`src/rtl/bsed_pkg.sv`:
```
package bsed_pkg;

   typedef enum logic [1:0] {
      MODE_TEXT = 2'd0,
      MODE_ESC  = 2'd1,
      MODE_HEX  = 2'd2,
      MODE_OCT  = 2'd3
   } mode_type;

   typedef enum logic [1:0] {
      STATUS_OK      = 2'd0,
      STATUS_BAD_ESC = 2'd1,
      STATUS_BS_END  = 2'd2
   } status_type;

   localparam int ACC_WIDTH = 12;
   localparam int CNT_WIDTH = 3;

   localparam logic [7:0] CHAR_BACKSLASH = 8'h5C;
   localparam logic [7:0] CHAR_X         = 8'h78;
   localparam logic [7:0] BYTE_MAX       = 8'hFF;

   typedef struct packed {
      logic [7:0] data;
      status_type status;
      logic       last;
   } result_type;

   typedef struct packed {
      logic       hit;
      logic [7:0] value;
   } esc_type;

   typedef struct packed {
      logic       hit;
      logic [3:0] value;
   } hex_type;

   function automatic esc_type named_escape(input logic [7:0] c);
      esc_type r;
      r.hit = 1'b1;
      case (c)
         8'h5C:   r.value = 8'h5C;
         8'h27:   r.value = 8'h27;
         8'h22:   r.value = 8'h22;
         8'h61:   r.value = 8'h07;
         8'h62:   r.value = 8'h08;
         8'h65:   r.value = 8'h1B;
         8'h66:   r.value = 8'h0C;
         8'h6E:   r.value = 8'h0A;
         8'h72:   r.value = 8'h0D;
         8'h74:   r.value = 8'h09;
         8'h76:   r.value = 8'h0B;
         default: begin
            r.hit   = 1'b0;
            r.value = 8'h00;
         end
      endcase
      return r;
   endfunction

   function automatic hex_type hex_digit(input logic [7:0] c);
      hex_type r;
      r.hit   = 1'b1;
      r.value = 4'd0;
      if (c >= 8'h30 && c <= 8'h39) begin
         r.value = 4'(c - 8'h30);
      end else if (c >= 8'h41 && c <= 8'h46) begin
         r.value = 4'(c - 8'h37);
      end else if (c >= 8'h61 && c <= 8'h66) begin
         r.value = 4'(c - 8'h57);
      end else begin
         r.hit = 1'b0;
      end
      return r;
   endfunction

   function automatic logic [7:0] octal_sat(input logic [ACC_WIDTH-1:0] acc);
      return (acc > ACC_WIDTH'(BYTE_MAX)) ? BYTE_MAX : acc[7:0];
   endfunction

endpackage

```
`src/rtl/backslash_escape_decoder_unit.sv`:
```
// Channel  Dir  Handshake            Payload
// req      in   req_valid/req_stall  req_in_byte[7:0], req_in_last
// rsp      out  rsp_valid/rsp_stall  rsp_out_byte[7:0], rsp_status[1:0], rsp_out_last
//
// One byte per cycle while req_stall is low; each byte decodes combinationally into zero,
// one or two beats that go to a three-entry result queue. The queue drains one beat per
// cycle while rsp_stall is low.
// req_stall rises when the queue cannot take two more beats.
// Reset is synchronous: text mode, queue empty.
module backslash_escape_decoder_unit
   import bsed_pkg::*;
#(
   parameter int OCTAL_DIGITS_MAX = 4,
   parameter int HEX_DIGITS_MAX   = 2
) (
   input  logic       clock,
   input  logic       reset,
   input  logic       req_valid,
   output logic       req_stall,
   input  logic [7:0] req_in_byte,
   input  logic       req_in_last,
   output logic       rsp_valid,
   input  logic       rsp_stall,
   output logic [7:0] rsp_out_byte,
   output logic [1:0] rsp_status,
   output logic       rsp_out_last
);

   mode_type               mode_ff, mode_in;
   logic [CNT_WIDTH-1:0]   cnt_ff, cnt_in;
   logic [ACC_WIDTH-1:0]   acc_ff, acc_in;
   result_type             q_ff [0:2];
   result_type             q_in [0:2];
   logic [1:0]             count_ff, count_in;

   logic                   accept, pop;
   logic [1:0]             base;
   logic [1:0]             n_res;
   result_type             res0, res1, text_res;
   logic                   text_is_esc;
   esc_type                esc;
   hex_type                hx;
   logic                   is_oct;
   logic [CNT_WIDTH-1:0]   cnt_inc;
   logic [ACC_WIDTH-1:0]   hex_acc, oct_acc, oct_first;
   logic                   hex_done, oct_done, oct_first_done;

   assign pop       = rsp_valid && !rsp_stall;
   assign req_stall = (count_ff == 2'd3) || ((count_ff == 2'd2) && !pop);
   assign accept    = req_valid && !req_stall;

   assign esc       = named_escape(req_in_byte);
   assign hx        = hex_digit(req_in_byte);
   assign is_oct    = (req_in_byte >= 8'h30) && (req_in_byte <= 8'h37);
   assign cnt_inc   = cnt_ff + CNT_WIDTH'(1);
   assign hex_acc   = {acc_ff[ACC_WIDTH-5:0], hx.value};
   assign oct_acc   = {acc_ff[ACC_WIDTH-4:0], req_in_byte[2:0]};
   assign oct_first = {{(ACC_WIDTH-3){1'b0}}, req_in_byte[2:0]};
   assign hex_done  = (cnt_inc >= CNT_WIDTH'(HEX_DIGITS_MAX)) || req_in_last;
   assign oct_done  = (cnt_inc >= CNT_WIDTH'(OCTAL_DIGITS_MAX)) || req_in_last;
   assign oct_first_done = (OCTAL_DIGITS_MAX <= 1) || req_in_last;

   assign text_is_esc = (req_in_byte == CHAR_BACKSLASH) && !req_in_last;
   always_comb begin
      if (req_in_byte == CHAR_BACKSLASH) begin
         text_res = '{data: 8'h00, status: STATUS_BS_END, last: 1'b1};
      end else begin
         text_res = '{data: req_in_byte, status: STATUS_OK, last: req_in_last};
      end
   end

   // next state
   always_comb begin
      mode_in = mode_ff;
      cnt_in  = cnt_ff;
      acc_in  = acc_ff;
      unique case (mode_ff)
         MODE_TEXT: begin
            mode_in = text_is_esc ? MODE_ESC : MODE_TEXT;
         end
         MODE_ESC: begin
            mode_in = MODE_TEXT;
            if (!esc.hit && req_in_byte == CHAR_X) begin
               if (!req_in_last) begin
                  mode_in = MODE_HEX;
                  cnt_in  = '0;
                  acc_in  = '0;
               end
            end else if (!esc.hit && is_oct) begin
               acc_in  = oct_first;
               cnt_in  = CNT_WIDTH'(1);
               mode_in = oct_first_done ? MODE_TEXT : MODE_OCT;
            end
         end
         MODE_HEX: begin
            if (hx.hit) begin
               acc_in  = hex_acc;
               cnt_in  = cnt_inc;
               mode_in = hex_done ? MODE_TEXT : MODE_HEX;
            end else begin
               mode_in = text_is_esc ? MODE_ESC : MODE_TEXT;
            end
         end
         MODE_OCT: begin
            if (is_oct) begin
               acc_in  = oct_acc;
               cnt_in  = cnt_inc;
               mode_in = oct_done ? MODE_TEXT : MODE_OCT;
            end else begin
               mode_in = text_is_esc ? MODE_ESC : MODE_TEXT;
            end
         end
         default: mode_in = MODE_TEXT;
      endcase
   end

   // results of this byte
   always_comb begin
      res0  = '{data: 8'h00, status: STATUS_OK, last: 1'b0};
      res1  = text_res;
      n_res = 2'd0;
      unique case (mode_ff)
         MODE_TEXT: begin
            res0  = text_res;
            n_res = text_is_esc ? 2'd0 : 2'd1;
         end
         MODE_ESC: begin
            if (esc.hit) begin
               res0  = '{data: esc.value, status: STATUS_OK, last: req_in_last};
               n_res = 2'd1;
            end else if (req_in_byte == CHAR_X) begin
               res0  = '{data: 8'h00, status: STATUS_BAD_ESC, last: 1'b1};
               n_res = req_in_last ? 2'd1 : 2'd0;
            end else if (is_oct) begin
               res0  = '{data: octal_sat(oct_first), status: STATUS_OK, last: req_in_last};
               n_res = oct_first_done ? 2'd1 : 2'd0;
            end else begin
               res0  = '{data: 8'h00, status: STATUS_BAD_ESC, last: req_in_last};
               n_res = 2'd1;
            end
         end
         MODE_HEX: begin
            if (hx.hit) begin
               res0  = '{data: hex_acc[7:0], status: STATUS_OK, last: req_in_last};
               n_res = hex_done ? 2'd1 : 2'd0;
            end else begin
               if (cnt_ff == '0) begin
                  res0 = '{data: 8'h00, status: STATUS_BAD_ESC, last: 1'b0};
               end else begin
                  res0 = '{data: acc_ff[7:0], status: STATUS_OK, last: 1'b0};
               end
               n_res = text_is_esc ? 2'd1 : 2'd2;
            end
         end
         MODE_OCT: begin
            if (is_oct) begin
               res0  = '{data: octal_sat(oct_acc), status: STATUS_OK, last: req_in_last};
               n_res = oct_done ? 2'd1 : 2'd0;
            end else begin
               res0  = '{data: octal_sat(acc_ff), status: STATUS_OK, last: 1'b0};
               n_res = text_is_esc ? 2'd1 : 2'd2;
            end
         end
         default: n_res = 2'd0;
      endcase
   end

   // result queue, head at entry 0
   assign base = count_ff - 2'(pop);

   always_comb begin
      q_in[0] = q_ff[0];
      q_in[1] = q_ff[1];
      q_in[2] = q_ff[2];
      if (pop) begin
         q_in[0] = q_ff[1];
         q_in[1] = q_ff[2];
      end
      if (accept && n_res != 2'd0) begin
         q_in[base] = res0;
      end
      if (accept && n_res == 2'd2) begin
         q_in[base + 2'd1] = res1;
      end
      count_in = base + (accept ? n_res : 2'd0);
   end

   always_ff @(posedge clock) begin
      if (reset) begin
         mode_ff  <= MODE_TEXT;
         cnt_ff   <= '0;
         acc_ff   <= '0;
         count_ff <= '0;
      end else begin
         if (accept) begin
            mode_ff <= mode_in;
            cnt_ff  <= cnt_in;
            acc_ff  <= acc_in;
         end
         count_ff <= count_in;
      end
   end

   always_ff @(posedge clock) begin
      q_ff[0] <= q_in[0];
      q_ff[1] <= q_in[1];
      q_ff[2] <= q_in[2];
   end

   assign rsp_valid    = (count_ff != 2'd0);
   assign rsp_out_byte = q_ff[0].data;
   assign rsp_status   = q_ff[0].status;
   assign rsp_out_last = q_ff[0].last;

   a_room_on_accept : assert property (@(posedge clock) disable iff (reset)
      accept |-> (base <= 2'd1))
      else $error("accepted beat without queue room");

   a_text_after_last : assert property (@(posedge clock) disable iff (reset)
      (accept && req_in_last) |=> (mode_ff == MODE_TEXT))
      else $error("escape pending after final byte");

   a_error_data_zero : assert property (@(posedge clock) disable iff (reset)
      (rsp_valid && rsp_status != STATUS_OK) |-> (rsp_out_byte == 8'h00))
      else $error("error beat carries nonzero data");

endmodule
```
`config.mk`:
```
export PLATFORM = sky130hd
export DESIGN_NAME = backslash_escape_decoder_unit
export DESIGN_NICKNAME = d
export VERILOG_FILES = /design/src/rtl/bsed_pkg.sv /design/src/rtl/backslash_escape_decoder_unit.sv
export SDC_FILE = /design/constraint.sdc
export NUM_CORES = 1
export LEC_CHECK = 0
export ABC_AREA = 0
export ABC_CLOCK_PERIOD_IN_PS = 8200
export BUFFER_PORTS_ARGS = -buffer_cell sky130_fd_sc_hd__buf_2
export CAP_MARGIN = 20
export CORE_AREA = 2 2 83 85
export CTS_BUF_LIST = sky130_fd_sc_hd__clkbuf_16
export CTS_CLUSTER_DIAMETER = 200
export DETAILED_ROUTE_END_ITERATION = 7
export DIE_AREA = 0 0 85 87
export PLACE_DENSITY_LB_ADDON = 0.1
export SLEW_MARGIN = 20
export SYNTH_ARGS = -nofsm -noshare
export SYNTH_HDL_FRONTEND = slang
export SYNTH_SLANG_ARGS = --single-unit
```
`constraint.sdc`:
```
create_clock -name clock -period 8.2 [get_ports clock]
set_clock_uncertainty 0.2 [all_clocks]
set_input_delay 1.64 -clock clock [delete_from_list [all_inputs] [get_ports clock]]
set_output_delay 1.64 -clock clock [all_outputs]
set_load 0.005 [all_outputs]
```
* Word-level counts from Yosys, hierarchy flattened
Memories as Yosys holds them, arrays and structs flattened.
Cells that the tools add are included.
** Word-level totals
- Register bits :: 19
- Output and inout port bits :: 13
- Bits of input ports :: 13
- Logic and storage cells :: 143
- Memories kept :: 1
- RAM bits :: 33
** Memory list
- q_ff :: words 3, bits a word 11, rd ports 3, clocked after Yosys merged registers in 0, wr ports 3, line backslash_escape_decoder_unit.sv:32 : result_type q_ff [0:2];
** Cells by class
- Reduce and logical (&&, ||, !) cells :: 29
- $add $sub $neg :: 7
- Mux-type cells :: 62
- Bitwise logic cells :: 2
- Magnitude comparators :: 16
- Equality and inequality tests :: 22
** Operators with widths (count)
- $mux 11 :: 9
- $eq 8x7->1 const B :: 10
- $pmux 7 s11 :: 1
- $bwmux 33 :: 2
- $mux 33 :: 2
- $mux 12 :: 5
- $demux 11 s2 :: 2
- $pmux 11 s4 :: 1
- $pmux 12 s3 :: 1
- $gt 12x8->1 const B :: 2
- $mux 2 :: 12
- $mux 8 :: 3
- $mux 22 :: 1
- $eq 8x6->1 const B :: 2
- $ge 8x7->1 const B :: 2
- $le 8x6->1 const B :: 2
- $le 8x7->1 const B :: 2
- $pmux 2 s4 :: 2
- $mux 3 :: 5
- $logic_and 1x1->1 :: 14
- $mux 1 :: 12
- $mux 4 :: 3
- $reduce_or 11->1 :: 1
- $eq 2x2->1 const B :: 5
- other kinds (23) :: 37

* Logic depth before layout (Yosys ltp)
- Depth after elaboration :: 12
- Mapped depth :: 14
- Depth with buffers taken out :: 11

* Worst setup path after synthesis
OpenSTA, ideal clock, no wires.
- Path type :: input port to flip-flop
- From :: input port rsp_stall
- To :: memory q_ff[0][21] (netlist name)
- Path slack :: 3.869 ns
- Arrival time :: 4.062 ns
- Buffers on the path :: 2
- Data required time :: 7.931 ns
- Library setup time :: 0.069 ns
- Stages on the path :: 11
- Cells stage by stage :: nand2b_1 clkbuf_1 clkinv_1 buf_1 ha_1 xnor2_1 and2_1 o2111a_1 a31oi_4 mux2_1 o21ai_1
** RTL lines
- start: declaration :: line backslash_escape_decoder_unit.sv:23 : input logic rsp_stall,
- end: declaration :: line backslash_escape_decoder_unit.sv:32

==> impl_metrics.toml <==
[global_routing]
grt-ovfl-total = 0
grt_start_max_net_pins = 38
grt_pass1_wl_mm = 18.5
track_usage_pct = 30.5
grt_pass1_vias = 3711
antenna_found_initial = 0

[placement]
dp_hpwl_mm = 7.72
port_buffers = 25
place.gp.congestion = 0.923
place_area_mm2 = 0.00407
pre_cts_slack_ns = 2.59

[setup_path]
required_ns = 8.23
critPathLaunchType = "input pin"
critPathKind = "in -> reg"
r2r-end = "q_ff[0][21]"
rrSetupSlack_ns = 3.75
r2r_start = "count_ff[1]"
crit_arrival_ns = 5.32
crit_start = "rsp_stall"
crit_slowest_cell = "clkinv_1"
slowest_delay_ns = 0.81
r2r_cells = 10
endpoint = "q_ff[0][21]"
crit_chain = "buf_2, nand2b_1, clkinv_1, ha_1, xnor2_1, and2_1, o2111a_1, a31oi_4, mux2_1, o21ai_1"
endpoint_kind = "flop"
worstPathMaxFanout = 23

[yosys]
yosys.cell_count.top_type = "nand2_1"
ys_ff_latch = 52
synth_common_cells = "83 x nand2_1, 52 x dfxtp_1, 36 x a21oi_1"
yosys_warnings = 0
syn_inst = 531
syn-mean-instance-area_um2 = 7.79
synthArstFlopShare_pct = 0
yosysTopAreaCell = "dfxtp_1"
yosysSeqAreaShare_pct = 25.2
synth_edf_count = 0
synth_flop_cell = "dfxtp_1"
syn-num-nets = 553
synth.area.top_cells = "dfxtp_1 25%, nand2_1 7.5%, a21oi_1 4.4%, nor2_1 3.1%, mux2i_1 2.9%"
syn_area_mm2 = 0.00413
netlist.area_leader.share_pct = 25.2
synth_cell_type_count = 83

[drt]
vias = 4081
wire_per_inst_um = 18.7
dr.pass1.iters = 5
vias_per_cell = 6.88
routed_wl_mm = 11.1
drt_iter0_drc = 299
drc = 0
drtAntennaViolNets = 0

[cts]
cts_made_buffers = 5
post_cts_buffers = 0
cts.htree.levels = 2
insertion_delay_ns = 0.29
path_clk_slew_ns = 0.07
clockBufferDepth = 2
ctsHoldBuffers = 0
cts_root_buf = "clkbuf_16"
cts_tree = "done"
clock-sinks = 52
cts-resized-gates = 0

[sta]
setup_viol = 0
layout_setup_ws_ns = 2.90
rsz0062_at_grt = "no"
fin_crit_sh_pct = 64.6
drv_slew = 0
max_slew_margin_pct = 36.8
hold_viol_final = 0
setup-tns-final_ns = 0
fin_crit_ns = 5.30
worst_pin_slew_ns = 0.936
timing.fmax_ghz = 0.189

[outcome]
outcome = "complete, no violations"

[final_layout]
fin_nets = 535
drive_above_1_share_pct = 14.2
final_core_util_pct = 65.0
syn2layout_area_growth_pct = 3.24
finalInstanceArea_mm2 = 0.00427
diodes = 0

[flow_run]
drv_cap = 0

[floorplanning]
core_mm2 = 0.00657
initial_core_util_pct = 62.9
ios = 26
die_area_mm2 = 0.00740
rows = 30
die_y_um = 87
die_w_um = 85

[worst_hold_path]
hold_path.class = "reg -> reg"

[power_and_ir_drop]
cellPowerDensity_mw_per_mm2 = 246
p_leak_nw = 1.63
ir_drop_mv = 0.190
layer usage:
layer / global-route usage (%) / vias to the layer above / wire length (um)
met1: 41.2 / 1888 / 4810
met2: 49.8 / 230 / 5090
met5: 0 / - / 0
met3: 3.98 / 41 / 803
met4: 11.7 / 0 / 384
li1: - / 1922 / -
area by class of cell:
type                            instances  area, um^2
Fill cell                             575        2300
Multi-Input combinational cell        408        2720
Inverter                               16        60.1
Clock inverter                          2        60.1
Clock buffer                            5         125
Timing Repair Buffer                   30         160
Sequential cell                        52        1040
Tap cell                               80         100
critical path, delay by kind of cell:
family / cells / cell delay (ns)
mux: 1 / 0.39
xor+xnor: 1 / 0.45
compound gates: 3 / 0.65
simple gates: 2 / 0.80
buf+inv: 2 / 0.89
fa+ha+maj: 1 / 0.48
power by group:
part	internal, mW	switching (mW)	leakage, nW
sequential	0.334	0.0404	0.430
clock	0.173	0.0948	0.0899
combinational	0.191	0.218	1.11
sequential cells by signal, indices dropped and copies added (netlist names):
name      cells
cnt_ff        3
q_ff         33
mode_ff       2
acc_ff       12
count_ff      2
cell usage in the layout, fill, tap and decap left out, types with 6 or more instances in the layout:
master | synthesis | final
a31oi_1 | 6 | 6
o21ai_0 | 17 | 17
a21o_1 | 9 | 9
nand2_1 | 83 | 83
nand3_1 | 22 | 22
and3_1 | 8 | 8
nor2b_1 | 6 | 6
a211oi_1 | 9 | 9
inv_1 | 15 | 15
o221ai_1 | 9 | 9
buf_2 | 9 | 26
nand2b_1 | 7 | 7
o22ai_1 | 7 | 7
mux2_2 | 10 | 10
ha_1 | 9 | 9
nor2_1 | 34 | 34
dfxtp_1 | 52 | 52
a21oi_1 | 36 | 35
nor3_1 | 14 | 14
mux2i_1 | 12 | 12
stage by stage:
step	hold WS, ns	power, mW	instances
finish	0.248	1.05	593
global route	0.266	1.11	593
CTS	0.251	1.05	592
detailed placement	0.242	0.783	585
global placement	0.238	0.766	585
floorplan	0.226	0.731	531
worst min-delay path by stage:
stage                          start         end  slack, ns  depth (start not counted)
final                      acc_ff[9]   acc_ff[9]       0.25                          2
after global routing       acc_ff[9]   acc_ff[9]       0.27                          2
after CTS                  acc_ff[9]   acc_ff[9]       0.25                          2
after detailed placement   acc_ff[9]   acc_ff[9]       0.24                          2
after global placement    acc_ff[10]  acc_ff[10]       0.24                          2
after floorplan           acc_ff[11]  acc_ff[11]       0.23                          2
cells by family after synthesis:
kind of cell	after synthesis	synth area share (%)
XOR/XNOR	5	1.06
flip-flops	52	25.2
buffers and inverters	71	9.08
adder cells (fa/ha/maj)	9	2.72
AND/OR/NAND/NOR	212	25.6
multiplexers	23	5.90
AO/OA/AOI/OAI	159	30.5
Power figures use the tool's default switching activity.
